File: src/rtl/twsa_pkg.sv
// Package for the time-weighted sample average block.
// Holds widths, constants and the sequencer state type; depends on nothing.
`timescale 1ns / 1ps
package twsa_pkg;
   localparam int DEPTH_DEFAULT = 8;
   localparam int LEVEL_W = 10;
   localparam int TIME_W = 32;
   localparam int AGE_W = 16;
   localparam int QUOT_W = 10;
   localparam int WEIGHT_W = 2 * QUOT_W;
   localparam int PROD_W = WEIGHT_W + LEVEL_W;
   localparam logic [15:0] MAX_AGE_RESET = 16'd2000;
   // The weight step of 100 ms is applied as a multiply by ceil(2^24 / 100) and a shift by 24.
   localparam int RECIP_W = 18;
   localparam logic [RECIP_W-1:0] RECIP_STEP = 18'd167773;
   localparam int RECIP_SHIFT = 24;
   localparam int REQ_DATA_W = 48;
   localparam int RSP_DATA_W = 16;
   localparam logic CMD_STORE = 1'b0;
   localparam logic CMD_QUERY = 1'b1;

   typedef enum logic [2:0] {
      S_IDLE,
      S_AGE,
      S_QUOT,
      S_WGT,
      S_ACC,
      S_DIV,
      S_DONE
   } state_type;
endpackage

File: src/rtl/time_weighted_sample_average.sv
// Top level of the time-weighted sample average block.
// Uses twsa_pkg for widths, constants and the sequencer state type.
// A store beat is handled in the idle state. While a query is worked on, no new request is taken:
// the history rotates past one shared multiply chain in four steps per entry, and a restoring
// divider then produces one bit of the ten-bit level per cycle.
`timescale 1ns / 1ps
module time_weighted_sample_average
   import twsa_pkg::*;
#(
   parameter int DEPTH = DEPTH_DEFAULT
) (
   input  logic                  clock,
   input  logic                  reset,
   input  logic                  csr_we,
   input  logic [15:0]           csr_wdata,
   input  logic                  req_tvalid,
   output logic                  req_tready,
   // Fields from bit 0: sample [9:0], time_ms [41:10], zero fill.
   input  logic [REQ_DATA_W-1:0] req_tdata,
   // Fields from bit 0: command.
   input  logic                  req_tuser,
   output logic                  rsp_tvalid,
   input  logic                  rsp_tready,
   // Fields from bit 0: level [9:0], zero fill.
   output logic [RSP_DATA_W-1:0] rsp_tdata,
   // Fields from bit 0: fallback.
   output logic                  rsp_tuser
);
   localparam int CNT_W = $clog2(DEPTH + 1);
   localparam int WSUM_W = WEIGHT_W + CNT_W;
   localparam int SUM_W = PROD_W + CNT_W;
   localparam int BIT_W = $clog2(QUOT_W);
   localparam int MUL_W = AGE_W + RECIP_W;

   state_type state_ff, state_in;
   logic [15:0] max_age_ff;
   logic [LEVEL_W-1:0] smp_ff [DEPTH];
   logic [LEVEL_W-1:0] smp_in [DEPTH];
   logic [TIME_W-1:0] tim_ff [DEPTH];
   logic [TIME_W-1:0] tim_in [DEPTH];
   logic [TIME_W-1:0] now_ff, now_in;
   logic [CNT_W-1:0] cnt_ff, cnt_in;
   logic [BIT_W-1:0] bit_ff, bit_in;
   logic keep_ff, keep_in;
   logic live_ff, live_in;
   logic [AGE_W-1:0] diff_ff, diff_in;
   logic [QUOT_W-1:0] q_ff, q_in;
   logic [WEIGHT_W-1:0] w_ff, w_in;
   logic [SUM_W-1:0] sum_ff, sum_in;
   logic [WSUM_W-1:0] wsum_ff, wsum_in;
   logic [SUM_W-1:0] div_ff, div_in;
   logic [LEVEL_W-1:0] lvl_ff, lvl_in;
   logic rsp_valid_ff, rsp_valid_in;
   logic [LEVEL_W-1:0] rsp_level_ff, rsp_level_in;
   logic rsp_fb_ff, rsp_fb_in;
   logic [TIME_W-1:0] age;
   logic [MUL_W-1:0] recip_prod;
   logic [WEIGHT_W-1:0] w_prod;
   logic [PROD_W-1:0] acc_prod;
   logic out_free;
   logic req_take;

   assign out_free = !rsp_valid_ff || rsp_tready;
   assign req_take = req_tvalid && req_tready;
   assign req_tready = (state_ff == S_IDLE) && out_free;
   assign rsp_tvalid = rsp_valid_ff;
   assign rsp_tdata = {{(RSP_DATA_W - LEVEL_W){1'b0}}, rsp_level_ff};
   assign rsp_tuser = rsp_fb_ff;

   always_ff @(posedge clock) begin
      if (reset) begin
         state_ff <= S_IDLE;
         max_age_ff <= MAX_AGE_RESET;
         rsp_valid_ff <= 1'b0;
         for (int i = 0; i < DEPTH; i++) begin
            smp_ff[i] <= '0;
            tim_ff[i] <= '0;
         end
      end else begin
         state_ff <= state_in;
         rsp_valid_ff <= rsp_valid_in;
         if (csr_we) begin
            max_age_ff <= csr_wdata;
         end
         for (int i = 0; i < DEPTH; i++) begin
            smp_ff[i] <= smp_in[i];
            tim_ff[i] <= tim_in[i];
         end
      end
      now_ff <= now_in;
      cnt_ff <= cnt_in;
      bit_ff <= bit_in;
      keep_ff <= keep_in;
      live_ff <= live_in;
      diff_ff <= diff_in;
      q_ff <= q_in;
      w_ff <= w_in;
      sum_ff <= sum_in;
      wsum_ff <= wsum_in;
      div_ff <= div_in;
      lvl_ff <= lvl_in;
      rsp_level_ff <= rsp_level_in;
      rsp_fb_ff <= rsp_fb_in;
   end

   always_comb begin
      state_in = state_ff;
      smp_in = smp_ff;
      tim_in = tim_ff;
      now_in = now_ff;
      cnt_in = cnt_ff;
      bit_in = bit_ff;
      keep_in = keep_ff;
      live_in = live_ff;
      diff_in = diff_ff;
      q_in = q_ff;
      w_in = w_ff;
      sum_in = sum_ff;
      wsum_in = wsum_ff;
      div_in = div_ff;
      lvl_in = lvl_ff;
      rsp_valid_in = rsp_valid_ff && !rsp_tready;
      rsp_level_in = rsp_level_ff;
      rsp_fb_in = rsp_fb_ff;
      age = now_ff - tim_ff[DEPTH-1];
      recip_prod = {{(MUL_W - AGE_W){1'b0}}, diff_ff} * {{(MUL_W - RECIP_W){1'b0}}, RECIP_STEP};
      w_prod = {{QUOT_W{1'b0}}, q_ff} * {{QUOT_W{1'b0}}, q_ff};
      acc_prod = {{LEVEL_W{1'b0}}, w_ff} * {{WEIGHT_W{1'b0}}, smp_ff[DEPTH-1]};
      unique case (state_ff)
         S_IDLE: begin
            if (req_take) begin
               if (req_tuser == CMD_STORE) begin
                  for (int i = 0; i < DEPTH - 1; i++) begin
                     smp_in[i] = smp_ff[i+1];
                     tim_in[i] = tim_ff[i+1];
                  end
                  smp_in[DEPTH-1] = req_tdata[LEVEL_W-1:0];
                  tim_in[DEPTH-1] = req_tdata[LEVEL_W +: TIME_W];
                  rsp_valid_in = 1'b1;
                  rsp_level_in = req_tdata[LEVEL_W-1:0];
                  rsp_fb_in = 1'b0;
               end else begin
                  now_in = req_tdata[LEVEL_W +: TIME_W];
                  cnt_in = '0;
                  live_in = 1'b1;
                  sum_in = '0;
                  wsum_in = '0;
                  state_in = S_AGE;
               end
            end
         end
         S_AGE: begin
            keep_in = live_ff && (age <= {{(TIME_W - AGE_W){1'b0}}, max_age_ff});
            diff_in = max_age_ff - age[AGE_W-1:0];
            state_in = S_QUOT;
         end
         S_QUOT: begin
            q_in = recip_prod[RECIP_SHIFT +: QUOT_W];
            state_in = S_WGT;
         end
         S_WGT: begin
            w_in = w_prod;
            state_in = S_ACC;
         end
         S_ACC: begin
            if (keep_ff) begin
               sum_in = sum_ff + {{(SUM_W - PROD_W){1'b0}}, acc_prod};
               wsum_in = wsum_ff + {{(WSUM_W - WEIGHT_W){1'b0}}, w_ff};
            end else begin
               live_in = 1'b0;
            end
            smp_in[0] = smp_ff[DEPTH-1];
            tim_in[0] = tim_ff[DEPTH-1];
            for (int i = 1; i < DEPTH; i++) begin
               smp_in[i] = smp_ff[i-1];
               tim_in[i] = tim_ff[i-1];
            end
            cnt_in = cnt_ff + 1'b1;
            if (cnt_ff == CNT_W'(DEPTH - 1)) begin
               div_in = {{(SUM_W - WSUM_W - QUOT_W + 1){1'b0}}, wsum_in,
                         {(QUOT_W - 1){1'b0}}};
               bit_in = '0;
               state_in = S_DIV;
            end else begin
               state_in = S_AGE;
            end
         end
         S_DIV: begin
            if (sum_ff >= div_ff) begin
               sum_in = sum_ff - div_ff;
               lvl_in = {lvl_ff[LEVEL_W-2:0], 1'b1};
            end else begin
               lvl_in = {lvl_ff[LEVEL_W-2:0], 1'b0};
            end
            div_in = div_ff >> 1;
            bit_in = bit_ff + 1'b1;
            if (bit_ff == BIT_W'(QUOT_W - 1)) begin
               state_in = S_DONE;
            end
         end
         S_DONE: begin
            if (out_free) begin
               rsp_valid_in = 1'b1;
               if (wsum_ff == '0) begin
                  rsp_level_in = smp_ff[DEPTH-1];
                  rsp_fb_in = 1'b1;
               end else begin
                  rsp_level_in = lvl_ff;
                  rsp_fb_in = 1'b0;
               end
               state_in = S_IDLE;
            end
         end
         default: begin
            state_in = S_IDLE;
         end
      endcase
   end
endmodule

File: config.mk
export PLATFORM = sky130hd
export DESIGN_NAME = time_weighted_sample_average
export DESIGN_NICKNAME = d
export VERILOG_FILES = /design/src/rtl/twsa_pkg.sv /design/src/rtl/time_weighted_sample_average.sv
export SDC_FILE = /design/constraint.sdc
export NUM_CORES = 2
export LEC_CHECK = 0
export ABC_AREA = 1
export ABC_CLOCK_PERIOD_IN_PS = 7350
export BUFFER_PORTS_ARGS = -buffer_cell sky130_fd_sc_hd__buf_2
export CAP_MARGIN = 20
export CORE_ASPECT_RATIO = 0.8
export CORE_MARGIN = 5
export CORE_UTILIZATION = 30
export CTS_CLUSTER_SIZE = 30
export DETAILED_ROUTE_END_ITERATION = 12
export GPL_TIMING_DRIVEN = 0
export SYNTH_ARGS = -nofsm -noshare
export SYNTH_HDL_FRONTEND = slang
export SYNTH_SLANG_ARGS = --single-unit
File: constraint.sdc
create_clock -name clock -period 7.35 [get_ports clock]
set_input_delay 0 -clock clock [delete_from_list [all_inputs] [get_ports clock]]
set_output_delay 0 -clock clock [all_outputs]
set_load 0.1 [all_outputs]
==> impl_results.md <==
- Fmax: 161.4 MHz
- Port Buffers: 75
- CP Launch Point: smp_ff[9]$_SDFFE_PP0P_
- Die Wd: 440.1 um
- All-Layer GR Usage: 17.27%
- Filler cells: 15.61k
- Critical-path cell list: clkbuf_1 -> nand2_1 -> inv_1 -> fa_1 -> fa_1 -> fa_1 -> fa_1 -> inv_1 -> fa_1 -> inv_1 -> ha_1 -> nand2_1 -> o21ai_0 -> inv_1 -> o21ai_0 -> a21oi_1 -> o21ai_0 -> a21oi_1 -> o21ai_0 -> nand2_1
- # diodes: 0
- Starting Density: 30.15%
- Core ar.: 147200 um2
- Reg clk slew, reported paths: 0.06 ns
- Hold Crit Class: in -> reg
- Launching point of the worst reg2reg path: smp_ff[9]$_SDFFE_PP0P_
- Max transition margin: 26.13%
- Initial DRC count: 3448
- Deepest clock path buffer count: 3
- TritonCTS clock tree: built
- EDFF count, synth: 199
- Setup violators final: 0
- Crit path top cell by count: fa_1
- Most frequent cells in the layout: nand2_1, inv_1, o21ai_0
- Unrepaired setup endpoints after global routing: no
- Largest stage delay, worst path: 0.72 ns
- Primary FF master, synth: dfxtp_1
- Syn Std Cell Area: 44400 um2
- Worst-Margin Slew: 1.093 ns
- Layout cell share with drive strength beyond 1: 4.972%
- # rows: 126
- Placed Area: 47430 um2
- Drc violations: 0
- Largest net degree at the start of global routing: 39
- DR vias/cell: 4.920
- First-pass GRT wire length: 217.0 mm
- Netlist cell types: 51
- Status: finished, final reports clean
- Skew-Pair Late Insertion Delay: 0.72 ns
- Vias in the first global route: 38.51k
- Register area share after synthesis: 29.51%
- Final Hold Viols: 0
- Final Cell Area: 50410 um2
- Seq cells post-synth: 555
- Type of origin of the critical path: flop
- Clock Skew: 0.1101 ns
- Nets: 6803
- Post-CTS Setup Bufs: 0
- Dpl hpwl: 112.3 mm
- Synth-to-layout area growth: 13.53%
- Top-Level Pins: 89
- Post-route setup slack: 1.153 ns
- CTS Root Cell: clkbuf_16
- Worst-path fanout max: 10
- Total CTS buffers: 60
- Slowest CP cell: dfxtp_1
- Vias: 39.74k
- Type of the worst setup path: reg -> reg
- Final worst-path cycle share: 84.32%
- Commonest non-fill, non-tap cell in the layout: nand2_1
- Minimum clock period after layout: 6.197 ns
- Router iterations before antenna repair: 6
- Worst Path Arrival: 6.59 ns
- Final ANT Viol Nets: 0
- Asr flop ratio synth: 0%
- Hold Crit Start: csr_we
- Worst slack, placed: 1.325 ns
- Yosys warning count: 0
- Maxcap violations: 0
- Routability cong.: 0.9272
- Syn Inst Count: 5809
- Critical Path RT: 7.74 ns
- TNS Setup: 0 ns
- Antenna violations before repair: 3
- H-tree levels: 2
- CTS Sinks: 555
- Final wirelength: 137.7 mm
- Max Slew Vio Count: 0
- DR WL/cell: 17.05 um
- Mapped Avg Cell Area: 7.643 um2
- Die area: 155800 um2
- Die H: 354.1 um
- Worst setup EP type: flop
- Total congestion overflow: 0
==> through the flow <==
step / util [%] / hold WS (ns) / std cells
floorplan: - / 0.09887 / 5819
global placement: 32.12 / 0.2029 / 7878
detailed placement: 32.21 / 0.1977 / 7884
CTS: 34.23 / 0.002046 / 8078
global route: 34.23 / 0.02709 / 8078
finish: 34.23 / 0.04320 / 8078
==> routing by layer <==
layer  routed length (um)  share of wire [%]  track usage [%]  vias to the layer above
li1                     -                  -                -                    19310
met1                67040                 49            25.82                    19120
met2                58950                 43            26.27                     1175
met3                 8150                5.9            2.246                      133
met4                 3563                2.6            4.224                        0
met5                    0                  0                0                        -
==> worst max-delay path, delay by kind of cell, from the launching register on <==
| kind | cells | cell delay (ns) |
|---|---|---|
| flip-flops | 1 | 0.72 |
| adder cells (fa/ha/maj) | 6 | 2.71 |
| buffers and inverters | 5 | 0.86 |
| AND/OR/NAND/NOR | 3 | 0.36 |
| AO/OA/AOI/OAI | 6 | 1.21 |
==> flip-flops by register name, indices dropped and copies added (netlist names), 16 cells and up <==
signal / flops
now_ff: 32
diff_ff: 16
div_ff: 33
tim_ff: 256
max_age_ff: 16
smp_ff: 80
w_ff: 19
wsum_ff: 24
sum_ff: 34
==> final timing paths <==
check / end / cells past startpoint / slack [ns]
worst max-delay path: sum_ff[26]$_DFFE_PP_ / 20 / 1.15
worst min-delay path: max_age_ff[14]$_SDFFE_PP0P_ / 4 / 0.04
worst max register to register: sum_ff[26]$_DFFE_PP_ / 20 / 1.15
worst min register to register: tim_ff[196]$_SDFFE_PP0P_ / 2 / 0.42
==> cell usage after synthesis (19+ instances only) <==
cell | n | share of area [%]
a21o_1 | 19 | 0.32
nand4_1 | 29 | 0.41
nand3_1 | 125 | 1.4
edfxtp_1 | 199 | 13
nor3_1 | 30 | 0.34
xor2_1 | 58 | 1.1
dfxtp_1 | 356 | 16
nand2_1 | 1594 | 13
nor2_1 | 266 | 2.2
xnor2_1 | 22 | 0.43
buf_4 | 23 | 0.39
a21oi_1 | 247 | 2.8
ha_1 | 372 | 10
buf_2 | 63 | 0.71
fa_1 | 317 | 14
inv_1 | 910 | 7.7
o21ai_0 | 425 | 4.8
clkbuf_1 | 177 | 1.5
o21ai_1 | 94 | 1.1
a31oi_1 | 342 | 4.8
==> area by class of cell <==
| cell class | count | area, um2 | share of cell area, % |
|---|---|---|---|
| inverter | 917 | 3442 | 6.829 |
| sequential | 555 | 13100 | 25.99 |
| timing repair buffer | 163 | 1313 | 2.604 |
| multi-input combinational | 4076 | 26730 | 53.03 |
| clock buffer | 85 | 1790 | 3.552 |
| buffer | 271 | 1182 | 2.346 |
| tap | 1984 | 2482 | 4.925 |
| clock inverter | 27 | 362.8 | 0.7199 |
==> timing repair <==
item / 4_1_cts / 5_1_grt
hold endpoints to repair: 141 / 0
hold buffers: 82 / 0
gates resized for setup: 0 / 0
==> cells by family after synthesis <==
logic type	count (synthesis)	synth area share [%]
multiplexers	1	0.02255
AND/OR/NAND/NOR	2098	18.71
XOR/XNOR	80	1.578
buffers and inverters	1188	10.42
other	2	0.01691
adder cells (fa/ha/maj)	689	24.78
flip-flops	555	29.51
AO/OA/AOI/OAI	1196	14.97
Power is not shown: default switching activity piles up to over one toggle a cycle in this logic, so the estimate is an artifact.
